<file path="src/rtl/core/fpa_pkg.sv">
// Shared types and constants for the Q24.8 fixed-point ALU.
`default_nettype none
package fpa_pkg;

  localparam int WORD_BITS          = 32;
  localparam int CMD_BITS           = 4;
  localparam int DATA_WIDTH_DEFAULT = 32;
  localparam int FRAC_BITS_DEFAULT  = 8;
  localparam int DIV_STEPS          = 2;

  typedef enum logic [CMD_BITS-1:0] {
    CMD_ADD      = 4'd0,
    CMD_SUB      = 4'd1,
    CMD_MUL      = 4'd2,
    CMD_DIV      = 4'd3,
    CMD_GT       = 4'd4,
    CMD_LT       = 4'd5,
    CMD_GE       = 4'd6,
    CMD_LE       = 4'd7,
    CMD_EQ       = 4'd8,
    CMD_NE       = 4'd9,
    CMD_MIN      = 4'd10,
    CMD_MAX      = 4'd11,
    CMD_INC      = 4'd12,
    CMD_DEC      = 4'd13,
    CMD_FROM_INT = 4'd14,
    CMD_TO_INT   = 4'd15
  } cmd_t;

  typedef struct packed {
    logic neg;
    logic dz;
  } div_side_t;

  typedef struct packed {
    logic valid;
    logic is_div;
    logic cmp;
  } pipe_ctl_t;

endpackage
`default_nettype wire

</file>
<file path="src/rtl/core/fpa_basic_ops.sv">
// Two-stage datapath for every opcode but divide: multiply and other ops, then result select.
`default_nettype none
module fpa_basic_ops #(
  parameter int DATA_WIDTH = 32,
  parameter int FRAC_BITS  = 8
) (
  input  wire logic                         clk,
  input  wire logic                         rst,
  input  wire logic                         valid_in,
  input  wire logic [fpa_pkg::CMD_BITS-1:0] cmd,
  input  wire logic signed [DATA_WIDTH-1:0] a,
  input  wire logic signed [DATA_WIDTH-1:0] b,
  output logic      signed [DATA_WIDTH-1:0] word,
  output fpa_pkg::pipe_ctl_t                ctl
);
  import fpa_pkg::*;

  logic signed [2*DATA_WIDTH-1:0] prod;
  logic signed [2*DATA_WIDTH-1:0] prod_shift;
  logic signed [DATA_WIDTH-1:0]   word_s1;
  logic signed [DATA_WIDTH-1:0]   word_next;
  logic                           is_mul;
  logic                           cmp_next;
  pipe_ctl_t                      ctl_s1;

  always_comb begin
    word_next = '0;
    cmp_next  = 1'b0;
    unique case (cmd_t'(cmd))
      CMD_ADD:      word_next = a + b;
      CMD_SUB:      word_next = a - b;
      CMD_MUL:      word_next = '0;
      CMD_DIV:      word_next = '0;
      CMD_GT:       cmp_next  = (a > b);
      CMD_LT:       cmp_next  = (a < b);
      CMD_GE:       cmp_next  = (a >= b);
      CMD_LE:       cmp_next  = (a <= b);
      CMD_EQ:       cmp_next  = (a == b);
      CMD_NE:       cmp_next  = (a != b);
      CMD_MIN:      word_next = (a < b) ? a : b;
      CMD_MAX:      word_next = (a > b) ? a : b;
      CMD_INC:      word_next = a + 1'b1;
      CMD_DEC:      word_next = a - 1'b1;
      CMD_FROM_INT: word_next = a << FRAC_BITS;
      CMD_TO_INT:   word_next = a >>> FRAC_BITS;
      default:      word_next = '0;
    endcase
  end

  always_ff @(posedge clk) begin
    if (rst) begin
      ctl_s1.valid <= 1'b0;
      ctl          <= '0;
    end else begin
      ctl_s1.valid <= valid_in;
      ctl          <= ctl_s1;
    end
    ctl_s1.is_div <= (cmd_t'(cmd) == CMD_DIV);
    ctl_s1.cmp    <= cmp_next;
    is_mul        <= (cmd_t'(cmd) == CMD_MUL);
    prod          <= a * b;
    word_s1       <= word_next;
    word          <= is_mul ? prod_shift[DATA_WIDTH-1:0] : word_s1;
  end

  assign prod_shift = prod >>> FRAC_BITS;

endmodule
`default_nettype wire

</file>
<file path="config.mk">
export PLATFORM = sky130hd
export DESIGN_NAME = fpa_basic_ops
export DESIGN_NICKNAME = d
export VERILOG_FILES = /design/src/rtl/core/fpa_pkg.sv /design/src/rtl/core/fpa_basic_ops.sv
export SDC_FILE = /design/constraint.sdc
export NUM_CORES = 2
export LEC_CHECK = 0
export BUFFER_PORTS_ARGS = -buffer_cell sky130_fd_sc_hd__buf_2
export CORE_MARGIN = 4
export CORE_UTILIZATION = 66
export DETAILED_ROUTE_END_ITERATION = 16
export PLACE_DENSITY = 0.84
export SLEW_MARGIN = 20
export SYNTH_ARGS = -nofsm -noshare
export SYNTH_HDL_FRONTEND = slang
export SYNTH_SLANG_ARGS = --single-unit
</file>
<file path="constraint.sdc">
create_clock -name clk -period 8.1 [get_ports clk]
set_clock_uncertainty 0.2 [all_clocks]
set_input_delay 0.405 -clock clk [delete_from_list [all_inputs] [get_ports clk]]
set_output_delay 0.405 -clock clk [all_outputs]
set_load 0.05 [all_outputs]
</file>
After elaboration in Yosys (flattened, before gate mapping) --
Index checks and enable logic that the tools add are counted.
Operators by class: multipliers 1, add/subtract/negate cells 4, equal/unequal tests 17, reduce and logical (&&, ||, !) cells 1, order comparisons 4, multiplexer cells 5
Operators with widths (count):
- case mux 32 bit (8 select lines) | 1
- 2-to-1 mux 32 bit | 3
- multiplier 32 x 32 -> 40 bit | 1
- adder 32 x 1 -> 32 bit (second input constant) | 1
- adder 32 bit | 1
- == test 32 bit | 1
- == test 4 bit (second input constant) | 8
- greater-or-equal comparator 32 bit | 1
- greater-than comparator 32 bit | 1
- <= comparator 32 bit | 1
- < comparator 32 bit | 1
- inequality test 32 bit | 1
- subtractor 32 x 1 -> 32 bit (second input constant) | 1
- subtractor 32 bit | 1
- == test 4 x 3 -> 1 bit (second input constant) | 4
- == test 4 x 2 -> 1 bit (second input constant) | 2
- case mux 1 bit (6 select lines) | 1
- == test 4 x 1 -> 1 bit (second input constant) | 1
- logical NOT 4 bit | 1
Storage, ports and cells: input port bits 71, output and inout bits 35, flip-flop bits (word level) 111

Logic depth before layout (Yosys ltp) --
word-level depth 3, depth in mapped cells 29, mapped depth without buffers 27

Worst setup path after synthesis --
Ideal clock, no wire load.
path type input to register, start point in a[16], end point reg prod[38], setup slack 0.881 ns, setup time 0.072 ns, stages on the path 23, data arrival time 6.947 ns, path buffers 2, cell sequence clkbuf_1 > clkbuf_1 > nand2_1 > fa_1 > fa_1 > fa_1 > fa_1 > fa_1 > inv_1 > fa_1 > fa_1 > fa_1 > ha_1 > a21oi_1 > nor2b_1 > o21ai_0 > nand2b_1 > or3_1 > o21ba_2 > a221oi_4 > o21ai_0 > a21oi_1 > xnor2_1
Between the ends: cells in the longest elaborated chain, start to end 1
Ends and longest elaborated chain:
- start: declaration | RTL line fpa_basic_ops.sv:11 | input wire logic signed [DATA_WIDTH-1:0] a,
- multiplier 32 x 32 -> 40 bit | RTL line fpa_basic_ops.sv:61 | prod <= a * b;
- end signal: assignment | RTL line fpa_basic_ops.sv:61
- end: declaration | RTL line fpa_basic_ops.sv:18 | logic signed [2*DATA_WIDTH-1:0] prod;
No other way between the ends. A chain may end at the register's enable or synchronous reset.

Worst setup path in the final report --
start point in a[3], end point reg prod[38]
The elaborated chain is that of the path after synthesis.

==> reports/metrics.csv <==
stage,metric,value,unit
outcome,status,finished clean,
place,dpl cells,4185,
critical_path,CP required,8.20,ns
cells_and_area,area grow syn2layout,5.48,%
synthesis,Post-synth EDFFs,0,
synthesis,post-synthesis sequential area ratio,6.52,%
detailed_routing,Post-DRT Antenna Nets,0,
hold_path,hold path start,cmd[2],
clocking,number of buffers created by CTS,9,
critical_path,worst-path maximum fanout,25,
grt,Global Route met3 Usage,11.6,%
sta,Final Max Tran Viols,0,
detailed_routing,DRC violation total after the first TritonRoute iteration,2775,
critical_path,worst r2r path cells,1,
synthesis,most frequent cells after synthesis,"inv_1 (732), fa_1 (645), and2_1 (445), nand2_1 (342), ha_1 (248)",
floorplanning,Initial Utilization,67.3,%
critical_path,Reg2Reg Capture Point,word[7],
floorplanning,IO Pins,106,
detailed_routing,total number of vias,25935,
hold_path,Min-Delay Path Class,input port to flop,
grt,initial antenna violation count,15,
clocking,H-tree Lvls,3,
critical_path,Worst Path Arrival,7.63,ns
synthesis,"Cell Area, Synth",31600,sq um
synthesis,synth warn,0,
synthesis,distinct cell type count after synthesis,84,
grt,remaining global-route overflow,0,
synthesis,"Async S/R FF share, synth",0,%
place,Final Wtd Congestion,1.02,
grt,GR peak layer,met2,
critical_path,CP Launch Type,input port,
detailed_routing,DR WL/cell,23.8,microns
detailed_routing,drt drc,0,
synthesis,Synth area leader,fa_1,
clocking,Clock transition at path regs,0.09,ns
critical_path,Setup CP Type,input port to flop,
clocking,post-CTS setup buffers,0,
floorplanning,CORE AREA,47000,sq um
grt,first-pass GRT wire length,158000,microns
synthesis,share of the synthesized area in the top cell type,40.8,%
synthesis,"top cells by area, synth","fa_1 (41%), ha_1 (9.8%), and2_1 (8.8%)",
sta,Hold Slack,0.0810,ns
critical_path,Worst setup EP type,flop,
synthesis,Synth Instances,3559,
floorplanning,DIE HEIGHT,227,microns
clocking,"Clk Latency, worst-skew pair",0.41,ns
synthesis,ys flop type,dfxtp_1,
floorplanning,FP Rows,79,
place,Detailed Place HPWL,80100,microns
grt,vias in the first global route,28032,
critical_path,crit path to,prod[38],
sta,setup TNS,0,ns
floorplanning,DIE AREA,51500,sq um
sta,relative max-transition margin,29.7,%
grt,GR Util met1,50.3,%
cells_and_area,Final Non-Filler Cells,4211,
detailed_routing,DRT Pass-1 Iters,9,
detailed_routing,final WL,100000,microns
sta,final hold vios,0,
sta,final worst-path cycle share,93.0,%
grt,met2 Use GR,63.9,%
critical_path,Reg2Reg Launch Point,is_mul,
synthesis,synthesis-stage register bit count,103,
cells_and_area,fin nets,4556,
clocking,CTS tree,built,
grt,largest net degree at the start of global routing,45,
clocking,CTS Sinks,103,
cells_and_area,layout cell share with drive strength beyond 1,8.15,%
sta,unrepaired setup endpoints after global routing,false,
sta,final setup violation count,0,
grt,gr usage total,40.8,%
critical_path,CP startpoint,a[3],
synthesis,Post-Syn Area per Cell,8.88,sq um
synthesis,most frequent cell after synthesis,inv_1,
synthesis,syn nets,4523,
clocking,clock tree root driver cell,clkbuf_16,
job,max_cap viols,0,
clocking,number of buffers added to fix hold violations after cts,3,
critical_path,Worst R2R Setup Slack,6.35,ns
sta,Tmin final,7.53,ns
sta,maximum clock frequency,133,MHz
floorplanning,Die Wd,227,microns
sta,Worst Max-Slew Pin Slew,1.03,ns
detailed_routing,drt via density,6.16,
place,port buffer count,105,
clocking,cts repair resizes,0,
clocking,Max Root-Sink Buffers,2,
hold_path,Hold Path Cell Cnt,2,
-- cells in the final DEF, fill, tap and decap left out, types with 71 or more instances in the layout --
cell and instances:
inv_1 732, fa_1 645, and2_1 445, nand2_1 342, ha_1 248, nor2_1 118
xnor2_1 110, buf_2 105, dfxtp_1 102, buf_4 100, a21oi_1 97, o21ai_0 71
-- logic make-up (layout without fill, tap and decap cells) --
kind of cell | after synthesis | count (layout) | synth area share, %
AO/OA/AOI/OAI | 415 | 415 | 9.32
XOR/XNOR | 141 | 141 | 3.91
adder cells (fa/ha/maj) | 893 | 893 | 50.7
buffers and inverters | 923 | 961 | 11.1
flip-flops | 103 | 103 | 6.52
multiplexers | 39 | 39 | 1.37
other | 0 | 7 | 0
AND/OR/NAND/NOR | 1045 | 1045 | 17.1
-- worst min path at each step --
stage | slack (ns) | endpoint
floorplan | 0.21 | ctl[0]
global placement | 0.22 | ctl[0]
detailed placement | 0.23 | ctl[0]
CTS | 0.07 | is_mul
global route | 0.10 | is_mul
finish | 0.08 | is_mul
-- worst max-delay path, cell delays in order --
cell and delay [ns]:
buf_2 0.52, buf_4 0.34, ha_1 0.24, inv_1 0.11, fa_1 0.45, fa_1 0.42, inv_1 0.09, fa_1 0.43
ha_1 0.29, ha_1 0.28, ha_1 0.28, ha_1 0.29, inv_1 0.05, fa_1 0.47, inv_1 0.04, ha_1 0.34
nand4_1 0.11, nor4_1 0.45, or3_1 0.25, a21oi_1 0.09, buf_4 0.16, o21ai_1 0.36, o21ba_2 0.28, a221oi_4 0.08
buf_12 0.15, o21ai_0 0.33, a21oi_1 0.14, xnor2_1 0.14
-- final cells by class --
| cell class | instances | area (sq um) |
|---|---|---|
| Fill cell | 3538 | 13600 |
| Clock inverter | 7 | 100 |
| Inverter | 733 | 2750 |
| Multi-Input combinational cell | 2533 | 26000 |
| Antenna cell | 7 | 17.5 |
| Clock buffer | 9 | 225 |
| Sequential cell | 103 | 2060 |
| Tap cell | 607 | 759 |
| Timing Repair Buffer | 212 | 1390 |
-- sequential cells by signal (all words and copies together) (netlist names) --
| signal | count |
|---|---|
| ctl | 3 |
| ctl_s1 | 3 |
| word | 32 |
| is_mul | 1 |
| word_s1 | 32 |
| prod | 32 |
-- per-layer routing --
metal  wire, microns  up-vias
li1                -    10956
met1           34800    12834
met2           45100     1626
met3           11900      501
met4            8100       18
met5             116        -
-- through the flow --
stage,util [%],area (sq um),setup WS (ns)
6_report,71.0,33300,0.567
5_1_grt,71.0,33300,0.270
4_1_cts,71.0,33300,0.688
3_5_place_dp,70.2,33000,0.267
3_3_place_gp,70.2,33000,0.421
2_1_floorplan,-,31600,0.881
Power is not shown: default switching activity piles up to over one toggle a cycle in this logic, so the estimate is an artifact.
